<file path="config.mk">
export PLATFORM = sky130hd
export DESIGN_NAME = fixed_frame_sensor_deframer_core_flat
export DESIGN_NICKNAME = d
export VERILOG_FILES = /design/src/hw/rtl/ffsd_pkg.sv /design/src/hw/rtl/ffsd_if.sv /design/src/hw/rtl/fixed_frame_sensor_deframer_core.sv /design/src/flat_wrapper.sv
export SDC_FILE = /design/constraint.sdc
export NUM_CORES = 1
export LEC_CHECK = 0
export BUFFER_PORTS_ARGS = -buffer_cell sky130_fd_sc_hd__clkbuf_2
export CORE_MARGIN = 5
export CORE_UTILIZATION = 50
export CTS_CLUSTER_SIZE = 40
export DETAILED_ROUTE_END_ITERATION = 12
export PLACE_DENSITY = 0.72
export SYNTH_ARGS = -nofsm -noshare
export SYNTH_HDL_FRONTEND = slang
export SYNTH_SLANG_ARGS = --single-unit
</file>
<file path="constraint.sdc">
create_clock -name clock -period 3.31 [get_ports clock]
set_input_delay 0.993 -clock clock [delete_from_list [all_inputs] [get_ports clock]]
set_output_delay 0.993 -clock clock [all_outputs]
set_load 0.01 [all_outputs]
</file>
<file path="src/hw/rtl/ffsd_pkg.sv">
package ffsd_pkg;

   localparam int unsigned BYTE_W     = 8;
   localparam int unsigned POS_W      = 14;
   localparam int unsigned FRAME_LEN  = 5;
   localparam int unsigned COUNT_W    = 3;

   typedef logic [BYTE_W-1:0]  byte_type;
   typedef logic [POS_W-1:0]   pos_type;
   typedef logic [COUNT_W-1:0] count_type;

   localparam byte_type  HDR_BYTE   = 8'h5A;
   localparam byte_type  TRL_BYTE   = 8'hA5;
   localparam count_type CNT_HUNT   = 3'd0;
   localparam count_type CNT_BYTE1  = 3'd1;
   localparam count_type CNT_BYTE2  = 3'd2;
   localparam count_type CNT_BYTE3  = 3'd3;
   localparam count_type CNT_LAST   = count_type'(FRAME_LEN - 1);

endpackage

</file>
<file path="src/hw/rtl/ffsd_if.sv">
interface ffsd_req_if;
   import ffsd_pkg::*;

   logic     valid;
   logic     ready;
   byte_type rx_byte;

   modport source (output valid, output rx_byte, input ready);
   modport sink   (input valid, input rx_byte, output ready);
endinterface

interface ffsd_rsp_if;
   import ffsd_pkg::*;

   logic     valid;
   logic     ready;
   pos_type  encoder_position;
   logic     start_switch;
   logic     end_switch;
   byte_type speed_raw;

   modport source (output valid, output encoder_position, output start_switch,
                   output end_switch, output speed_raw, input ready);
   modport sink   (input valid, input encoder_position, input start_switch,
                   input end_switch, input speed_raw, output ready);
endinterface

</file>
<file path="src/hw/rtl/fixed_frame_sensor_deframer_core.sv">
// channel   | dir | handshake     | word
// ----------+-----+---------------+------------------------------------------------------
// req_port  | in  | valid / ready | rx_byte
// rsp_port  | out | valid / ready | encoder_position, start_switch, end_switch, speed_raw
//
// One word accepted per cycle while the result is not stalled; the closing word passes through
// the input register, then the result register, before the result is valid.
// Reset (synchronous, active high) clears the input and result valids and the byte count.
// A stalled result holds the input register; req_port drops ready once that register is full.
module fixed_frame_sensor_deframer_core (
   input  logic              clock,
   input  logic              reset,
   ffsd_req_if.sink          req_port,
   ffsd_rsp_if.source        rsp_port
);
   import ffsd_pkg::*;

   logic      in_valid_ff, in_valid_in;
   byte_type  in_byte_ff;
   count_type byte_count_ff, byte_count_in;
   byte_type  byte1_ff, byte2_ff, byte3_ff;
   logic      rsp_valid_ff, rsp_valid_in;
   pos_type   pos_ff;
   logic      start_ff, end_ff;
   byte_type  speed_ff;
   logic      advance;
   logic      emit;

   assign advance        = in_valid_ff && (!rsp_valid_ff || rsp_port.ready);
   assign req_port.ready = !in_valid_ff || advance;
   assign in_valid_in    = req_port.valid ? 1'b1 : (advance ? 1'b0 : in_valid_ff);

   always_comb begin
      byte_count_in = byte_count_ff;
      emit          = 1'b0;
      if (advance) begin
         if (byte_count_ff == CNT_HUNT) begin
            if (in_byte_ff == HDR_BYTE) begin
               byte_count_in = CNT_BYTE1;
            end
         end else if (byte_count_ff == CNT_LAST) begin
            byte_count_in = CNT_HUNT;
            emit          = (in_byte_ff == TRL_BYTE);
         end else if (in_byte_ff == TRL_BYTE) begin
            byte_count_in = CNT_HUNT;
         end else begin
            byte_count_in = byte_count_ff + CNT_BYTE1;
         end
      end
   end

   assign rsp_valid_in = emit ? 1'b1 : (rsp_port.ready ? 1'b0 : rsp_valid_ff);

   always_ff @(posedge clock) begin
      if (reset) begin
         in_valid_ff   <= 1'b0;
         byte_count_ff <= CNT_HUNT;
         rsp_valid_ff  <= 1'b0;
      end else begin
         in_valid_ff   <= in_valid_in;
         byte_count_ff <= byte_count_in;
         rsp_valid_ff  <= rsp_valid_in;
      end
   end

   always_ff @(posedge clock) begin
      if (req_port.ready && req_port.valid) begin
         in_byte_ff <= req_port.rx_byte;
      end
      if (advance) begin
         unique case (byte_count_ff)
            CNT_BYTE1: byte1_ff <= in_byte_ff;
            CNT_BYTE2: byte2_ff <= in_byte_ff;
            CNT_BYTE3: byte3_ff <= in_byte_ff;
            default: ;
         endcase
      end
      if (emit) begin
         pos_ff   <= {byte1_ff, byte2_ff[BYTE_W-1:2]};
         start_ff <= byte2_ff[0];
         end_ff   <= byte2_ff[1];
         speed_ff <= byte3_ff;
      end
   end

   assign rsp_port.valid            = rsp_valid_ff;
   assign rsp_port.encoder_position = pos_ff;
   assign rsp_port.start_switch     = start_ff;
   assign rsp_port.end_switch       = end_ff;
   assign rsp_port.speed_raw        = speed_ff;

`ifndef SYNTHESIS
   a_count_range: assert property (@(posedge clock) disable iff (reset)
      byte_count_ff <= CNT_LAST)
      else $error("byte count beyond frame length");

   a_rise_needs_advance: assert property (@(posedge clock) disable iff (reset)
      $rose(rsp_valid_ff) |-> $past(advance))
      else $error("result without a processed word");

   a_emit_returns_hunt: assert property (@(posedge clock) disable iff (reset)
      emit |=> byte_count_ff == CNT_HUNT)
      else $error("frame not closed after result");

   a_no_advance_blocked: assert property (@(posedge clock) disable iff (reset)
      (rsp_valid_ff && !rsp_port.ready) |-> !emit)
      else $error("result overwritten while stalled");
`endif

endmodule

</file>
<file path="src/flat_wrapper.sv">
// flat-port wrapper written by rule: the top's interface ports become plain ports
module fixed_frame_sensor_deframer_core_flat import ffsd_pkg::*;
  (clock, reset, req_port_valid, req_port_rx_byte, req_port_ready, rsp_port_valid, rsp_port_encoder_position, rsp_port_start_switch, rsp_port_end_switch, rsp_port_speed_raw, rsp_port_ready);
  ffsd_req_if req_port_i ();
  ffsd_rsp_if rsp_port_i ();
  input  logic clock;
  input  logic reset;
  input wire logic [$bits(req_port_i.valid)-1:0] req_port_valid;
  input wire logic [$bits(req_port_i.rx_byte)-1:0] req_port_rx_byte;
  output wire logic [$bits(req_port_i.ready)-1:0] req_port_ready;
  output wire logic [$bits(rsp_port_i.valid)-1:0] rsp_port_valid;
  output wire logic [$bits(rsp_port_i.encoder_position)-1:0] rsp_port_encoder_position;
  output wire logic [$bits(rsp_port_i.start_switch)-1:0] rsp_port_start_switch;
  output wire logic [$bits(rsp_port_i.end_switch)-1:0] rsp_port_end_switch;
  output wire logic [$bits(rsp_port_i.speed_raw)-1:0] rsp_port_speed_raw;
  input wire logic [$bits(rsp_port_i.ready)-1:0] rsp_port_ready;
  assign req_port_i.valid = req_port_valid;
  assign req_port_i.rx_byte = req_port_rx_byte;
  assign req_port_ready = req_port_i.ready;
  assign rsp_port_valid = rsp_port_i.valid;
  assign rsp_port_encoder_position = rsp_port_i.encoder_position;
  assign rsp_port_start_switch = rsp_port_i.start_switch;
  assign rsp_port_end_switch = rsp_port_i.end_switch;
  assign rsp_port_speed_raw = rsp_port_i.speed_raw;
  assign rsp_port_i.ready = rsp_port_ready;
  fixed_frame_sensor_deframer_core u_core (.clock(clock), .reset(reset), .req_port(req_port_i), .rsp_port(rsp_port_i));
endmodule
</file>
[Yosys cells after proc, flatten, opt, wreduce, memory -nomap -nowiden]
Index checks and enable logic that the tools add are counted.
Word-level totals
  logic and storage cells: 43
  register bits: 61
  output and inout port bits: 26
  input port bits: 12
Operators by class
  multiplexer cells: 11
  add/sub/neg operators: 1
  equality and inequality tests: 7
  reduce and logical (&&, ||, !) cells: 13
Operators by type and width (number)
  $mux 3: 4
  $eq 8x7->1 const B: 1
  $eq 8x8->1 const B: 1
  $reduce_and 2->1: 4
  $mux 1: 7
  $eq 3x2->1 const B: 2
  $reduce_bool 2->1: 2
  $add 3x1->3 const B: 1
  $eq 3x1->1 const B: 1
  $eq 3x3->1 const B: 1
  $logic_not 3->1: 1
  $logic_and 1x1->1: 2
  $logic_not 1->1: 2
  $logic_or 1x1->1: 2
  $ne 2x2->1 const B: 1

[Depth between registers and ports, before layout]
Gate-level depths: netlist of the first run.
  depth in word-level cells: 5
  depth in mapped cells: 5
  gate-level depth less buffers: 5

[Worst setup path after synthesis of the first run]
OpenSTA, ideal clock, no wires.
  path kind: input -> register
  from: input port rsp_port_ready
  to: register u_core.pos_ff[0], in the netlist u_core.rsp_port.encoder_position[0] (enable)
  stages: 3
  path slack: 0.651 ns
  arrival time: 2.254 ns
  cells stage by stage: nand2b_2 > nand2_4 > nor2_1
Between the ends
  word-level cells in the longest chain between the ends: 3
RTL lines
  start, declared: RTL line flat_wrapper.sv:16  | input wire logic [$bits(rsp_port_i.ready)-1:0] rsp_port_ready;
  $logic_or 1x1->1: RTL line fixed_frame_sensor_deframer_core.sv:29  | assign advance = in_valid_ff && (!rsp_valid_ff || rsp_port.ready);
  $logic_and 1x1->1: RTL line fixed_frame_sensor_deframer_core.sv:29
  $mux 1: RTL line fixed_frame_sensor_deframer_core.sv:36  | if (advance) begin
  via u_core.emit: RTL line fixed_frame_sensor_deframer_core.sv:27  | logic emit;
  end signal, assigned: RTL line fixed_frame_sensor_deframer_core.sv:79  | pos_ff <= {byte1_ff, byte2_ff[BYTE_W-1:2]};
  end, declared: RTL line fixed_frame_sensor_deframer_core.sv:23  | pos_type pos_ff;
The timed path passes the listed nets, and every way through them passes these cells.
A chain may end at the register's enable or synchronous reset.

[Worst setup path in the final report of the first run]
  from: input port rsp_port_ready
  to: output port req_port_ready
Between the ends
  word-level cells in the longest chain between the ends: 3
RTL lines
  $logic_or 1x1->1: RTL line fixed_frame_sensor_deframer_core.sv:29
  $logic_and 1x1->1: RTL line fixed_frame_sensor_deframer_core.sv:29
  $logic_or 1x1->1: RTL line fixed_frame_sensor_deframer_core.sv:30  | assign req_port.ready = !in_valid_ff || advance;
  end, declared: RTL line flat_wrapper.sv:10  | output wire logic [$bits(req_port_i.ready)-1:0] req_port_ready;
Every way passes these cells.

==> results of run 1 <==
area by class of cell:
class / count / share of cell area
Timing Repair Buffer: 40 / 0.08050
Clock inverter: 6 / 0.03928
Sequential cell: 61 / 0.6906
Inverter: 4 / 0.005820
Multi-Input combinational cell: 35 / 0.1101
Clock buffer: 10 / 0.04947
Tap cell: 50 / 0.02425
registers in the layout, indices dropped and copies added, names as in the netlist:
signal,count
u_core.rsp_port.valid,1
u_core.byte1_ff,8
u_core.in_valid_ff,1
u_core.rsp_port.start_switch,1
u_core.in_byte_ff,8
u_core.byte3_ff,8
u_core.byte_count_ff,3
u_core.rsp_port.encoder_position,14
u_core.rsp_port.speed_raw,8
u_core.rsp_port.end_switch,1
u_core.byte2_ff,8
layer usage:
layer / vias to the layer above / wire (um) / share of wire
met2: 38 / 1549 / 0.49
met5: - / 0 / 0
met3: 6 / 290 / 0.091
met1: 490 / 1300 / 0.41
li1: 496 / - / -
met4: 0 / 30 / 0.0095
Yosys cell counts:
cell type,instances,area share
a21oi_1,3,0.0072
nor4bb_1,2,0.0096
o32ai_1,1,0.0042
or4_4,1,0.0054
and2_1,1,0.0030
nand3b_1,1,0.0036
o311ai_2,1,0.0078
edfxtp_1,56,0.81
or4b_1,1,0.0048
nand4_1,1,0.0030
nand3_1,1,0.0024
inv_1,4,0.0072
nand4bb_1,2,0.011
nand2_1,2,0.0036
o21ai_0,2,0.0048
and3_2,1,0.0036
nand2_4,1,0.0054
nor2_1,4,0.0072
nand2b_2,1,0.0042
nor3b_1,2,0.0072
nor2b_1,1,0.0030
dfxtp_1,5,0.048
ha_1,5,0.030
and2b_2,1,0.0042
worst max-delay path, cell delays in order:
cell and delay (ns):
clkbuf_2 0.08, and2b_2 0.21, nand2_1 0.07, clkbuf_2 0.13
worst paths after layout:
| path | startpoint | endpoint | slack [ns] |
|---|---|---|---|
| min | u_core.byte2_ff[7] | u_core.rsp_port.encoder_position[5] | 0.42 |
| min reg2reg | u_core.byte2_ff[7] | u_core.rsp_port.encoder_position[5] | 0.42 |
| max | rsp_port_ready | req_port_ready | 0.83 |
| max reg2reg | u_core.in_byte_ff[6] | u_core.rsp_port.speed_raw[4] | 1.54 |
cell families (layout without fill, tap and decap cells):
| kind of cell | after synthesis | after routing | share of synthesized area |
|---|---|---|---|
| AOI/OAI and AO/OA | 7 | 7 | 0.02408 |
| and+or+nand+nor | 23 | 23 | 0.08128 |
| DFF | 61 | 61 | 0.8573 |
| buffers and inverters | 4 | 60 | 0.007222 |
| adders and majority gates | 5 | 5 | 0.03010 |
cells in the final DEF, fill, tap and decap left out, types with 3 or more instances in the layout:
master / instances
a21oi_1: 3
dfxtp_1: 5
nor2_1: 3
clkinv_1: 3
bufinv_16: 3
clkbuf_8: 9
ha_1: 5
edfxtp_1: 56
buf_4: 3
inv_1: 4
clkbuf_2: 37
per-stage QoR:
stage                     hold slack, ns  area (um2)  cells
final                             0.4175        2580    206
after global routing              0.4266        2580    206
after CTS                         0.4180        2580    206
after detailed placement          0.4045        2351    190
after global placement            0.4032        2351    190
after floorplan                   0.4003        2078    100
power by group through the flow:
stage	Combinational [uW]	Clock, uW	Sequential (uW)
3_5_place_dp	14.7	0	867
4_1_cts	14.8	762	850
2_1_floorplan	6.47	0	864
5_1_grt	15.9	797	851
6_report	14.7	746	850
3_3_place_gp	14.3	0	866
==> flow_metrics.tcl, run 1 <==
set metrics [dict create \
    syn2layout_area_growth_pct 24.14 \
    grt_use_total 0.1304 \
    fillers 294 \
    power_uw 1611 \
    drtAntennaViolNets 0 \
    antenna_found_initial 0 \
    pwr-share-comb 0.009 \
    grt.overflow.total 0 \
    die-area_um2 5546 \
    p_leak_uw 0.0009267 \
    grt_pass1_vias 1060 \
    postCtsSetupRepairBufs 0 \
    syn_nets 117 \
    insertion_delay_ns 0.32 \
    grt_setup_unrepaired "no" \
    vias 1030 \
    cts_buffer_depth 2 \
    met1_usage 0.1453 \
    numCtsBuffers 9 \
    fmax_ghz 0.4033 \
    cap_violations 0 \
    worstHoldPathCells 0 \
    required_ns 2.32 \
    drtIter0Drc 71 \
    dpl.hpwl_um 2184 \
    setup_violations 0 \
    dr.pass1.iters 4 \
    arrival_ns 1.49 \
    preCtsSetupSlack_ns 0.8261 \
    power.density_nw_per_um2 624.4 \
    grt_max_degree 25 \
    cts_tree "yes" \
    slew-limit-headroom 0.7755 \
    ys_ff_latch 61 \
    vias_per_cell 5.000 \
    critPathKind "in -> out" \
    tightest_slew_ns 0.3367 \
    hold_class "reg -> reg" \
    seq_power_share 0.528 \
    layout.nets 168 \
    swShare 0.1660 \
    postLayoutCoreUtil 0.6404 \
    met3_usage 0.04054 \
    grt_pass1_wl_um 5057 \
    multi_input_area_um2 284.0 \
    drive_gt1_frac 0.3782 \
    port_buffers 37 \
    p_int_uw 1344 \
    synthDistinctLibCells 24 \
    switchingPower_uw 267.5 \
    crit_path_start_kind "input pin" \
    use_met2 0.2137 \
    ir_drop_mv 0.4571 \
    finalHoldViolations 0 \
    cts_max_level 3 \
    end_kind "output pin" \
    die_h_um 74.47 \
    r2r_cells 5 \
    cts_hold_buf 0 \
    syn-cell-area_um2 2078 \
    n_antenna_cell 0 \
    gp_congestion 0.7535 \
    outcome "completed" \
    syn-mean-instance-area_um2 20.78 \
    fin_ws_ns 0.8304 \
    crit_path_max_fanout 2 \
    final_max_slew_viol_count 0 \
    yosysWarnings 0 \
    start_util 0.5158 \
    ys_seq_area_frac 0.8573 \
    skew_ns 0.005708 \
    cts_resized 0 \
    cts_root_buffer "clkbuf_8" \
    seqCellArea_um2 1782 \
    clkPwrFrac 0.463 \
    routed_wl_um 3170 \
    clock-sinks 61 \
    min_period_over_period 0.7491 \
    min_period_ns 2.480 \
    syn_inst 100 \
    io_pins 38 \
    core_um2 4029 \
    top_usage_layer "met2" \
    num_rows 23 \
    wl_per_cell_um 15.39 \
    die_w_um 74.47 \
    clkTransAtPathRegs_ns 0.06 \
    route.detailed.drc 0 \
    tns_ns 0 \
]
No activity file was read; power rests on OpenSTA's default activity.
==> run 2, diff against run 1 <==
clock period = 2.3 ns   (was 3.31 ns; I/O delays follow)
==> flow_metrics.tcl, run 2 (same netlist as run 1, synthesis figures left out) <==
set metrics [dict create \
    cts_tree "yes" \
    syn2layout_area_growth_pct 22.94 \
    critPathTopFamily "simple AND/OR/NAND/NOR gates" \
    cts_max_level 3 \
    insertion_delay_ns 0.32 \
    grt.overflow.total 0 \
    arrival_ns 1.21 \
    path_common_cell "clkbuf_2" \
    stdcell_area_um2 2555 \
    critical_path_buf_inv_count 2 \
    worstHoldPathCells 0 \
    crit_path_start_kind "input pin" \
    r2r_cells 5 \
    cpPeakStageDelay_ns 0.22 \
    tns_ns 0 \
    cts_hold_buf 0 \
    dpl_cell_area_um2 2351 \
    grt_setup_unrepaired "no" \
    core_um2 4029 \
    cts_root_buffer "clkbuf_8" \
    end_kind "output pin" \
    io_pins 38 \
    fmax_ghz 0.5277 \
    drtIter0Drc 78 \
    setup_violations 0 \
    r2r_end "u_core.rsp_port.encoder_position[1]" \
    layout.nets 168 \
    dpl.hpwl_um 2217 \
    n_antenna_cell 0 \
    endpoint "req_port_ready" \
    final_cell_mix "edfxtp_1, clkbuf_2, clkbuf_8" \
    dr.pass1.iters 4 \
    skew_ns 0.007273 \
    start_util 0.5158 \
    finalHoldViolations 0 \
    cts_resized 0 \
    gp_congestion 0.7986 \
    grt_pass1_vias 1036 \
    cts_buffer_depth 2 \
    clock-sinks 61 \
    crit_path_max_fanout 2 \
    drtAntennaViolNets 0 \
    min_period_ns 1.895 \
    path_cells "clkbuf_2, and2b_2, nand2_1, clkbuf_2" \
    die_h_um 74.47 \
    reg2reg_setup_slack_ns 0.52 \
    route.detailed.drc 0 \
    num_rows 23 \
    slew-limit-headroom 0.7693 \
    wl_per_cell_um 15.30 \
    die_w_um 74.47 \
    die-area_um2 5546 \
    final_common_cell "edfxtp_1" \
    numCtsBuffers 9 \
    outcome "completed" \
    ir_drop_mv 0.4202 \
    grt_use_total 0.1327 \
    postCtsSetupRepairBufs 0 \
    routed_wl_um 3151 \
    final_max_slew_viol_count 0 \
    clkTransAtPathRegs_ns 0.06 \
    required_ns 1.61 \
    r2r_start "u_core.in_byte_ff[6]" \
    cp_num_cells 4 \
    power.density_nw_per_um2 861.6 \
    drive_gt1_frac 0.3782 \
    hold_class "reg -> reg" \
    grt_pass1_wl_um 5078 \
    crit_start "rsp_port_ready" \
    slowest_stage "and2b_2" \
    vias 1019 \
    grt_max_degree 25 \
    tightest_slew_ns 0.3460 \
    cap_violations 0 \
    p_leak_uw 0.0009168 \
    critPathKind "in -> out" \
    antenna_found_initial 0 \
    largest_register_ffs 14 \
    vias_per_cell 4.947 \
    port_buffers 37 \
    power_uw 2201 \
    min_period_over_period 0.8239 \
]
-- run 2: worst min path at each step --
stage	to	start
5_1_grt	u_core.rsp_port.encoder_position[10]	u_core.byte1_ff[4]
4_1_cts	u_core.rsp_port.speed_raw[2]	u_core.byte3_ff[2]
6_report	u_core.rsp_port.speed_raw[2]	u_core.byte3_ff[2]
3_3_place_gp	u_core.rsp_port.speed_raw[4]	u_core.byte3_ff[4]
2_1_floorplan	u_core.rsp_port.encoder_position[0]	u_core.byte2_ff[2]
3_5_place_dp	u_core.rsp_port.speed_raw[2]	u_core.byte3_ff[2]
-- run 2: final cells by class --
class | count | area [um2]
clock buffer | 9 | 123.9
clock inverter | 7 | 80.08
fill | 300 | 1474
inverter | 4 | 15.01
multi-input combinational | 35 | 284.0
sequential | 61 | 1782
tap | 50 | 62.56
timing repair buffer | 40 | 207.7
-- run 2: metal layers --
layer | wire length, um | vias to the layer above | global-route usage
met5 | 0 | - | 0
met2 | 1579 | 39 | 0.2195
li1 | - | 493 | -
met1 | 1250 | 485 | 0.1423
met4 | 31 | 0 | 0.07708
met3 | 289 | 2 | 0.05541
-- run 2: where the power goes --
| group | switching (uW) | leakage [uW] | internal, uW |
|---|---|---|---|
| Sequential | 10.8 | 0.000550 | 1210 |
| Clock | 363 | 0.000103 | 593 |
| Combinational | 10.1 | 0.000264 | 11.8 |
| Total | 384 | 0.000917 | 1820 |
-- run 2: through the flow --
stage	std cells	util	setup slack, ns	hold WS (ns)
final	206	0.6342	0.4050	0.4182
after global routing	206	0.6342	0.3633	0.4329
after CTS	206	0.6342	0.4021	0.4200
after detailed placement	190	0.5835	0.4043	0.4054
after global placement	190	0.5835	0.4373	0.4031
after floorplan	100	-	0.3132	0.4003
